## src/design/mavg_pkg.sv

```systemverilog
// Package for the moving average block with zero-run clear.
// Holds field widths, register indexes, reset values and shared types.
// No dependencies.
package mavg_pkg;

	localparam int SAMPLE_W   = 16;
	localparam int WIN_W      = 5;
	localparam int LIMIT_W    = 8;
	localparam int CFG_IDX_W  = 1;
	localparam int CFG_DATA_W = 8;

	localparam logic [CFG_IDX_W-1:0] REG_WINDOW_SIZE    = 1'b0;
	localparam logic [CFG_IDX_W-1:0] REG_ZERO_RUN_LIMIT = 1'b1;

	localparam logic [WIN_W-1:0]   WIN_RESET   = 5'd10;
	localparam logic [LIMIT_W-1:0] LIMIT_RESET = 8'd3;
	localparam logic [LIMIT_W-1:0] RUN_MAX     = 8'hFF;

	typedef logic signed [SAMPLE_W-1:0] sample_t;

	// Control strobes of the sample store: clear, write and read.
	typedef struct packed {
		logic clear;
		logic wr_en;
		logic rd_en;
	} store_ctl_t;

endpackage

```

## src/design/mavg_store.sv

```systemverilog
// Sample store: one write port, one registered read port, per-entry valid
// bits so that a clear resets all entries together. Depends on mavg_pkg.
module mavg_store import mavg_pkg::*; #(
	parameter int DEPTH = 16,
	parameter int AW    = 4
) (
	input  logic          clk,
	input  logic          arst_n,
	input  store_ctl_t    ctl,
	input  logic [AW-1:0] waddr,
	input  sample_t       wdata,
	input  logic [AW-1:0] raddr,
	output sample_t       rdata
);

	sample_t          mem_q [DEPTH];
	logic [DEPTH-1:0] valid_q;
	sample_t          rdata_q;

	always_ff @(posedge clk) begin
		if (ctl.wr_en) begin
			mem_q[waddr] <= wdata;
		end
	end

	always_ff @(posedge clk or negedge arst_n) begin
		if (!arst_n) begin
			valid_q <= '0;
		end else if (ctl.clear) begin
			valid_q <= '0;
		end else if (ctl.wr_en) begin
			valid_q[waddr] <= 1'b1;
		end
	end

	// An entry never written since the last clear reads as zero.
	always_ff @(posedge clk) begin
		if (ctl.rd_en) begin
			rdata_q <= valid_q[raddr] ? mem_q[raddr] : '0;
		end
	end

	assign rdata = rdata_q;

endmodule

```

## config.mk

```make
export PLATFORM = sky130hd
export DESIGN_NAME = mavg_store
export DESIGN_NICKNAME = d
export VERILOG_FILES = /design/src/design/mavg_pkg.sv /design/src/design/mavg_store.sv
export SDC_FILE = /design/constraint.sdc
export NUM_CORES = 1
export LEC_CHECK = 0
export ABC_AREA = 1
export BUFFER_PORTS_ARGS = -buffer_cell sky130_fd_sc_hd__clkbuf_2
export CAP_MARGIN = 20
export CORE_ASPECT_RATIO = 0.7
export CORE_MARGIN = 10
export CORE_UTILIZATION = 35
export DETAILED_ROUTE_END_ITERATION = 7
export PLACE_DENSITY = 0.46
export SYNTH_ARGS = -nofsm -noshare
export SYNTH_HDL_FRONTEND = slang
export SYNTH_SLANG_ARGS = --single-unit
```

## constraint.sdc

```tcl
create_clock -name clk -period 1.7 [get_ports clk]
set_input_delay 0.34 -clock clk [delete_from_list [all_inputs] [get_ports clk]]
set_output_delay 0.34 -clock clk [all_outputs]
set_load 0.1 [all_outputs]
```

==> metrics.md, run 1 <==
| Metric | Value |
|---|---|
| Area grow syn2layout | `19.9%` |
| H-tree level count | `1` |
| Critical Path, Cell by Cell | `clkbuf_16` |
| CP peak stage delay | `0.50 ns` |
| Fmax | `598 MHz` |
| First DRT Iteration DRCs | `roughly 730` |
| Synth Area in Simple Gates | `20.9%` |
| Slowest-stage cell, CP | `edfxtp_1` |
| Detailed Route WL | `35000 um` |
| Worst EP arrival | `1.33 ns` |
| Antenna violations before repair | `1` |
| Logic pwr share | `8.6%` |
| Internal | `between 10 and 15 mW` |
| Register clock-pin slew on the reported worst setup and hold paths | `around 0.06 ns` |
| Net Sw Power | `3.78 mW` |
| Final worst path period share | `between 90% and 100%` |
| Share of the synthesized area in the top cell type | `66.0%` |
| Vias | `roughly 8000` |
| CTS Buf Count | `30` |
| RSZ-0062 raised after global routing | `no` |
| Cell Count, Final, Fillers Out | `1787` |
| Worst Path Required | `1.36 ns` |
| Hold Path Class | `input pin to register` |
| Mean routed wirelength per cell | `19.6 um` |
| Clock Power Share | `41.2%` |
| Total nets after synthesis | `~1200` |
| Synth Area in Adders | `0%` |
| CP max FO | `1` |
| Final TNS setup | `0 ns` |
| Outcome | `finished clean` |
| Max cap viols | `0` |
| Sequential share of the synthesized area | `69.3%` |
| Later-pin clock latency in the skew report | `approximately 0.57 ns` |
| Fin. max-slew vios | `0` |
| VDD IR-drop max | `0.000827 V` |
| Multiplexer area fraction after synthesis | `0%` |
| Largest family of logic cells by synthesized area | `simple AND/OR/NAND/NOR gates` |
| Sequential share of power | `50.2%` |
| Share of layout cells above drive strength 1 | `12.4%` |
| First-pass GRT wire length | `52600 um` |
| Largest net degree at the start of global routing | `35` |
| Post-layout util | `42.6%` |
| Final setup viols | `0` |
| Die width | `about 240 um` |
| Type of origin of the critical path | `register` |
| Row cnt | `57` |
| DR vias/cell | `approximately 4.6` |
| Clock Path Buffers | `3` |
| Chip height | `177 um` |
| Leakage | `6.48 nW` |
| Crit path capture type | `output port` |
| Xor/xnor share of the synthesized area | `0%` |
| Mapped Area | `roughly 12000 sq um` |
| Die area | `43400 sq um` |
| Net Sw Frac | `between 20% and 30%` |
| Yosys cell types | `16` |
| Initial Util | `35.5%` |
| Drt pass-1 iters | `5` |
| # port buffers | `44` |
| Crit path kind | `register to output port` |
| Number of synthesized register bits | `about 290` |
| Synth top area cells | `edfxtp_1 66%, nand2_1 11%, nand3_1 8.3%` |
| Syn Inst Count | `1210` |
| Yosys warns | `0` |
| Final hold slack | `0.141 ns` |
| Global-route usage over all layers | `roughly 16%` |
| Fin crit period | `approximately 1.7 ns` |
| Power Density | `~1100 nW/um^2` |
| Placed Cells incl. Taps | `1732` |
| Clock sinks | `288` |
| Final hold vios | `0` |
| Residual DRC count | `0` |
| Total grt overflow | `0` |
| Core Area | `approximately 35000 sq um` |
| Crit path max-delay family | `flip-flops` |
| Least-Margin Pin Slew | `0.438 ns` |
| Syn_area_per_cell | `between 10 and 15 sq um` |
| Root buf cell | `clkbuf_16` |
| I/O Pins | `45` |
| Layout Skew | `0.00993 ns` |
| Synth Area in Compound Gates | `0.283%` |
| Hpwl dp | `just over 20000 um` |
| Vias in the first global route | `7908` |
| Routability cong. | `0.772` |
| Bufs and invs on worst path | `1` |
| Cell taking the most area after synthesis | `edfxtp_1` |
| CTS tree | `done` |
| Max_slew headroom | `70.8%` |
| NumNets Final | `1322` |
| Antenna-violating nets left | `0` |
==> state kept, by name, indices dropped and copies added, names as in the netlist <==
name     flops
valid_q     16
rdata       16
mem_q      256
==> synth_stat cells <==
master,count
o21ai_0,1
buf_4,7
buf_1,4
a21oi_1,6
buf_2,37
nand3_1,205
nand2_2,1
nor3_1,2
nor2_1,36
dfrtp_1,16
clkbuf_1,8
nand2_1,376
inv_1,236
inv_2,1
clkinv_1,2
edfxtp_1,272
==> final cells by class <==
class,instances,area [sq um]
fillers,3439,20000
flip-flops and latches,288,8570
multi-input cells,627,2650
repair buffers,107,1160
inverters,239,900
clock buffers,44,865
well taps,472,591
clock inverters,9,98.8
diodes,1,2.50
==> layout by cell type (no fill, tap or decap), types with 9 or more instances in the layout <==
master | Yosys | routed
clkbuf_1 | 8 | 9
clkbuf_2 | 0 | 27
buf_12 | 0 | 31
dfrtp_1 | 16 | 16
clkbuf_16 | 0 | 32
nand3_1 | 205 | 205
edfxtp_1 | 272 | 272
clkbuf_4 | 0 | 11
nor2_1 | 36 | 24
nor2_2 | 0 | 12
inv_1 | 236 | 235
buf_4 | 7 | 34
nand2_1 | 376 | 376
==> logic make-up (layout without fill, tap and decap cells) <==
logic type             Yosys count  after routing
AO/OA/AOI/OAI                    7              7
AND/OR/NAND/NOR                620            620
other                            0              1
buffers and inverters          295            399
flip-flops                     288            288
==> power by group through the flow <==
stage / Clock, mW / Combinational, mW / Sequential (mW)
finish: 6.56 / 1.37 / 7.99
detailed placement: 0 / 1.36 / 8.14
CTS: 6.73 / 1.39 / 7.99
global route: 6.98 / 1.51 / 8.00
floorplan: 0 / 0.571 / 8.34
global placement: 0 / 1.36 / 8.14
==> per-layer routing <==
metal  track usage, %  vias up  wire length, um
li1                 -     4040                -
met4             3.05        0              559
met3             2.30       38             1250
met1             23.9     3926            17800
met2             24.7      128            15400
met5                0        -                0
==> repair_timing <==
action / in CTS / in global routing
buffers inserted: 0 / 0
hold endpoints to repair: 16 / 0
resized for setup: 18 / 0
hold buffers: 1 / 0
setup endpoints to repair: 14 / 0
==> final timing paths <==
| path | startpoint | to | slack (ns) | cells past startpoint |
|---|---|---|---|---|
| max | rdata[13] | rdata[13] | 0.03 | 1 |
| min | waddr[0] | valid_q[10] | 0.14 | 4 |
| max reg2reg | valid_q[11] | rdata[7] | 0.24 | 9 |
| min reg2reg | valid_q[13] | valid_q[13] | 0.50 | 2 |
| max in group asynchronous | arst_n | valid_q[5] | 1.16 | 2 |
| min in group asynchronous | arst_n | valid_q[12] | 0.24 | 2 |
==> through the flow <==
step	setup slack (ns)	instance area [sq um]	power [mW]
4_1_cts	-0.0101	14800	16.1
3_5_place_dp	-0.0890	13800	9.51
2_1_floorplan	-0.0586	12400	8.91
6_report	0.0282	14800	15.9
3_3_place_gp	-0.0826	13800	9.50
5_1_grt	0.000259	14800	16.5
Note: power is estimated with default switching activity, not from simulation.
==> run 2, diff against run 1 <==
--- a/config.mk
+++ b/config.mk
@@ -5,7 +5,7 @@
 export SDC_FILE = /design/constraint.sdc
 export NUM_CORES = 1
 export LEC_CHECK = 0
-export ABC_AREA = 1
+export ABC_AREA = 0
 export BUFFER_PORTS_ARGS = -buffer_cell sky130_fd_sc_hd__clkbuf_2
 export CAP_MARGIN = 20
 export CORE_ASPECT_RATIO = 0.7
==> run 2 against run 1 <==
Compared with the run above:
- the flow now finishes with violations (negative setup slack)
- register-to-register slack lost 0.32 ns
- via count shrank 35%
- power shrank 3.7%
- fmax shrank 6.3%
- critical endpoint is now rdata[10]
- largest cell class unchanged
==> metrics.md, run 2 <==
| Metric | Value |
|---|---|
| Syn Inst Count | `approximately 500` |
| Outcome | `finished, violations left` |
| Share of the synthesized area in the top cell type | `75.1%` |
| Number of synthesized register bits | `288` |
| Flip-flop count of the largest register after layout | `256` |
| Crit path kind | `register to register` |
| Most common cell after layout, fill and taps aside | `edfxtp_1` |
| Total grt overflow | `0` |
| Fin crit period | `between 1.5 and 2 ns` |
| Mean routed wirelength per cell | `~26 um` |
| Type of origin of the critical path | `register` |
| Share of layout cells above drive strength 1 | `40.1%` |
| Residual DRC count | `0` |
| Fmax | `around 560 MHz` |
| CP max FO | `10` |
| Placed Cells incl. Taps | `977` |
| Cell Count, Final, Fillers Out | `1032` |
| CTS tree | `done` |
| Synth top area cells | `edfxtp_1 75%, mux4_2 14%, dfrtp_1 3.7%` |
| Cell taking the most area after synthesis | `edfxtp_1` |
| Chip height | `about 170 um` |
| Least-Margin Pin Slew | `0.498 ns` |
| I/O Pins | `45` |
| Vias | `5277` |
| Final setup viols | `16` |
| Max_slew headroom | `67.1%` |
| Worst Path Required | `1.98 ns` |
| Root buf cell | `clkbuf_16` |
| Storage cell area | `8570 sq um` |
| Later-pin clock latency in the skew report | `0.54 ns` |
| Antenna violations before repair | `1` |
| Antenna-violating nets left | `0` |
| Vias in the first global route | `roughly 5700` |
| Reg with most FFs | `mem_q` |
| Drt pass-1 iters | `5` |
| Final hold vios | `0` |
| Final worst path period share | `105%` |
| CTS Buf Count | `29` |
| Row cnt | `53` |
| RSZ-0062 raised after global routing | `yes` |
| Area grow syn2layout | `22.7%` |
| Synth Flop Type | `edfxtp_1` |
| Largest net degree at the start of global routing | `25` |
| Die width | `between 200 and 250 um` |
| H-tree level count | `1` |
| Top post-synthesis cells by count | `272 x edfxtp_1, 68 x mux4_2, 45 x nor2_1` |
| Leakage | `4.38 nW` |
| Max cap viols | `0` |
| Sequential share of the synthesized area | `between 70% and 80%` |
| Hold Path Class | `input pin to register` |
| Placed instance area | `between 10000 and 15000 sq um` |
| Clock sinks | `288` |
| Layout Skew | `0.00713 ns` |
| Core Area | `a little over 30000 sq um` |
| Post-CTS Repair Setup Buffers | `0` |
| Final non-filler cell area | `13300 sq um` |
| Fill cell count | `~2600` |
| Area occupied by multi-input gates | `2320 sq um` |
| Post-route setup slack | `-0.0838 ns` |
| Fin. max-slew vios | `0` |
| Power Density | `between 1000 and 1500 nW/um^2` |
| Failing checks | `negative setup slack` |
| Total nets after synthesis | `520` |
| Initial Util | `35.9%` |
| VDD IR-drop max | `about 0.00066 V` |
| Post-synthesis async set-or-reset flop share | `under 10%` |
| Overall power | `approximately 15 mW` |
| Yosys cell types | `21` |
| Die area | `roughly 39000 sq um` |
| Detailed Route WL | `27200 um` |
| Mapped Area | `10900 sq um` |
| DR vias/cell | `5.11` |
| Commonest cells after routing, fill and taps aside | `272 x edfxtp_1, 68 x mux4_2, 33 x buf_4` |
| Syn_area_per_cell | `22.1 sq um` |
| Worst EP arrival | `2.07 ns` |
| First DRT Iteration DRCs | `423` |
| Register clock-pin slew on the reported worst setup and hold paths | `0.06 ns` |
| # port buffers | `44` |
| Global-route usage over all layers | `14.3%` |
| Post-synth EDFFs | `272` |
| Crit path capture type | `register` |
| Clock Path Buffers | `3` |
| Yosys warns | `0` |
| Routability cong. | `0.735` |
| First-pass GRT wire length | `40200 um` |
| Hpwl dp | `16500 um` |
| Most numerous cell in the Yosys netlist | `edfxtp_1` |
| NumNets Final | `about 630` |
==> run 2: final cells by class <==
| type | instances | share of cell area, % |
|---|---|---|
| antenna | 1 | 0.0188 |
| tap | 412 | 3.86 |
| clock inverter | 20 | 1.63 |
| multi-input combinational | 178 | 17.4 |
| clock buffer | 33 | 5.55 |
| sequential | 288 | 64.2 |
| timing repair buffer | 100 | 7.28 |
==> run 2: layer usage <==
metal | wire length (um) | vias up | track usage [%]
met1 | 12700 | 2849 | 19.9
met4 | 577 | 0 | 3.28
met2 | 12900 | 117 | 22.8
met3 | 1100 | 39 | 2.65
met5 | 0 | - | 0
li1 | - | 2272 | -
==> run 2: final timing paths <==
| check | from | to | slack, ns | cells past startpoint |
|---|---|---|---|---|
| setup / recovery | valid_q[5] | rdata[10] | -0.08 | 5 |
| max in group asynchronous | arst_n | valid_q[0] | 1.14 | 2 |
| hold / removal | wdata[9] | mem_q[4][9] | 0.20 | 1 |
| hold reg to reg | valid_q[12] | valid_q[12] | 0.51 | 2 |
| min in group asynchronous | arst_n | valid_q[11] | 0.27 | 2 |
| setup reg to reg | valid_q[5] | rdata[10] | -0.08 | 5 |
==> run 2: critical path: stages, from the launching register on <==
cell and delay [ns]:
dfrtp_1 0.40, mux4_2 0.49, a22o_4 0.28, nor2_8 0.14
buf_12 0.17, a21oi_1 0.05
==> run 2: timing repair <==
| action | in CTS | in global routing |
|---|---|---|
| endpoints found under the setup margin | 31 | 17 |
| resized for setup | 17 | 4 |
| hold buffers | 1 | 0 |
| hold endpoints to repair | 16 | 0 |
==> run 2: cell families after synthesis <==
family	Yosys count	synth area share, %
mux	68	14.1
buf+inv	25	1.50
simple gates	60	2.51
flops	288	78.8
compound gates	50	3.11
==> run 2: stage by stage <==
| stage | util [%] | worst slack [ns] | setup TNS (ns) | hold WS (ns) |
|---|---|---|---|---|
| floorplan | - | -0.193 | -10.68 | 0.0444 |
| global placement | 40.6 | -0.348 | -4.98 | 0.278 |
| detailed placement | 40.6 | -0.342 | -5.52 | 0.290 |
| CTS | 44.0 | -0.0961 | -1.07 | 0.175 |
| global route | 44.0 | -0.129 | -1.65 | 0.225 |
| finish | 44.0 | -0.0838 | -1.02 | 0.198 |
==> run 2: power breakdown <==
group | leakage [nW] | total [mW] | switching (mW) | internal (mW)
clock network | 0.471 | 6.43 | 2.57 | 3.86
logic | 1.21 | 0.946 | 0.589 | 0.358
registers | 2.70 | 7.95 | 0.0390 | 7.92
==> run 3, diff against run 2 <==
--- a/config.mk
+++ b/config.mk
@@ -10,9 +10,9 @@
 export CAP_MARGIN = 20
 export CORE_ASPECT_RATIO = 0.7
 export CORE_MARGIN = 10
-export CORE_UTILIZATION = 35
+export CORE_UTILIZATION = 61
 export DETAILED_ROUTE_END_ITERATION = 7
-export PLACE_DENSITY = 0.46
+export PLACE_DENSITY = 0.75
 export SYNTH_ARGS = -nofsm -noshare
 export SYNTH_HDL_FRONTEND = slang
 export SYNTH_SLANG_ARGS = --single-unit
==> run 3 against run 2 <==
Compared with the run above:
- the run still ends with negative setup slack left
- clock-buffer cell count down 8
- sequential cell count unchanged
- first-iteration DRC count up 35%
- critical path type unchanged
- critical endpoint is now rdata[6]
- largest cell class unchanged
==> metrics.md, run 3 (synthesis results as in run 2) <==
| Metric | Value |
|---|---|
| DR vias/cell | `around 6.4` |
| Met2 usage | `32.6%` |
| M3 GR Usage | `4.61%` |
| RSZ-0062 raised after global routing | `yes` |
| Hpwl dp | `14100 um` |
| Vias in the first global route | `5518` |
| Critical path destination | `rdata[6]` |
| Antenna-violating nets left | `0` |
| Bufs and invs on worst path | `1` |
| Final hold vios | `0` |
| Post-route setup slack | `-0.0885 ns` |
| Pre-CTS setup slack | `-0.293 ns` |
| Die area | `roughly 24000 sq um` |
| Die width | `180 um` |
| Vias | `between 5000 and 6000` |
| Post-layout util | `74.3%` |
| Routability cong. | `0.757` |
| Leakage | `4.26 nW` |
| Crit path max-delay family | `multiplexers` |
| Initial Util | `62.8%` |
| Final TNS setup | `-1.04 ns` |
| Register clock-pin slew on the reported worst setup and hold paths | `0.06 ns` |
| Most common cell after layout, fill and taps aside | `edfxtp_1` |
| CTS tree | `done` |
| Total grt overflow | `0` |
| Failing checks | `negative setup slack` |
| FF-to-FF path depth | `5` |
| Chip height | `132 um` |
| Commonest cells after routing, fill and taps aside | `272 x edfxtp_1, 68 x mux4_2, 35 x clkbuf_2` |
| Power Density | `roughly 1100 nW/um^2` |
| Clock sinks | `288` |
| Share of layout cells above drive strength 1 | `39.5%` |
| Met1 Resource Use GR | `28.2%` |
| Max cap viols | `0` |
| CP peak stage delay | `0.49 ns` |
| Ant diodes | `0` |
| Fmax | `559 MHz` |
| Least-Margin Pin Slew | `0.578 ns` |
| Row cnt | `40` |
| Crit path launch | `valid_q[5]` |
| Drt pass-1 iters | `5` |
| Type of origin of the critical path | `register` |
| Final hold slack | `0.207 ns` |
| Layout Skew | `0.00720 ns` |
| Register-to-Register Setup Slack | `-0.09 ns` |
| I/O Pins | `45` |
| Crit path kind | `register to register` |
| Mean routed wirelength per cell | `29.2 um` |
| Global-route usage over all layers | `20.3%` |
| Critical Path, Cell by Cell | `mux4_2, a22o_4, nor2_8, buf_12, a21oi_1` |
| Outcome | `finished, violations left` |
| Final worst path period share | `105%` |
| Slowest-stage cell, CP | `mux4_2` |
| Root buf cell | `clkbuf_16` |
| Reg with most FFs | `mem_q` |
| Reg-to-Reg Start | `valid_q[5]` |
| First DRT Iteration DRCs | `570` |
| # port buffers | `44` |
| Later-pin clock latency in the skew report | `0.52 ns` |
| Post-CTS Repair Setup Buffers | `0` |
| Clock Path Buffers | `3` |
| Largest net degree at the start of global routing | `21` |
| Worst Path Required | `1.96 ns` |
| CTS Buf Count | `25` |
| NumNets Final | `~610` |
| VDD IR-drop max | `0.000913 V` |
| Max_slew headroom | `61.6%` |
| Crit path capture type | `register` |
| Core Area | `17300 sq um` |
| Worst EP arrival | `around 2 ns` |
| Reg2reg end | `rdata[6]` |
| Hold Path Class | `input pin to register` |
| H-tree level count | `1` |
| Area grow syn2layout | `18.4%` |
| GRT Max-Usage Layer | `met2` |
| Flip-flop count of the largest register after layout | `~260` |
| First-pass GRT wire length | `36100 um` |
| Cell count along the critical path | `5` |
| CP max FO | `7` |
| Fin crit period | `1.79 ns` |
| Detailed Route WL | `24400 um` |
| Residual DRC count | `0` |
| Antenna violations before repair | `1` |
| Final setup viols | `16` |
| Fin. max-slew vios | `0` |
run 3: changes by cell type in the layout (fill, tap and decap cells not counted), moves of 3 or more:
cell       before  now
nor3_2          0    3
clkbuf_2       26   35
clkbuf_4       15    7
clkbuf_1        4    0
nor3_4          4    1
clkbuf_16      29   25
buf_4          33   25
clkinv_1        9    5
clkinv_2        5    8
run 3: how the worst min path moves through the flow:
stage,start,to,slack (ns),cells after the start
final,wdata[11],mem_q[13][11],0.21,1
after global routing,ctl[2],valid_q[11],0.23,2
after CTS,ctl[2],valid_q[13],0.20,2
after detailed placement,arst_n,valid_q[5],0.28,1
after global placement,arst_n,valid_q[4],0.26,1
after floorplan,arst_n,valid_q[0],0.04,0
run 3: per-layer routing:
layer  up-vias  wire (um)
li1       2240          -
met1      2836      10100
met2       230      11900
met3        38       1910
met4         2        410
met5         -          9
run 3: where the power goes:
group | total [mW] | leakage, nW | switching (mW) | internal (mW)
sequential | 7.96 | 2.70 | 0.0436 | 7.91
clock | 5.71 | 0.408 | 2.42 | 3.29
combinational | 0.912 | 1.15 | 0.564 | 0.349
run 3: final cells by class:
class | count | area, sq um
clock buffers | 25 | 626
multi-input cells | 178 | 2300
fillers | 1013 | 4440
clock inverters | 20 | 200
flip-flops and latches | 288 | 8570
well taps | 231 | 289
repair buffers | 92 | 891
run 3: stage by stage:
stage	power (mW)	std cells	instance area (sq um)
after floorplan	8.65	491	11000
after global placement	8.97	788	12000
after detailed placement	9.01	788	12000
after CTS	14.7	834	12900
after global routing	15.0	834	12900
final	14.6	834	12900
run 3: what timing repair did:
item	4_1_cts	5_1_grt
gates resized for setup	11	2
setup endpoints to repair	23	17
endpoints found under the hold margin	16	0
hold buffers	1	0
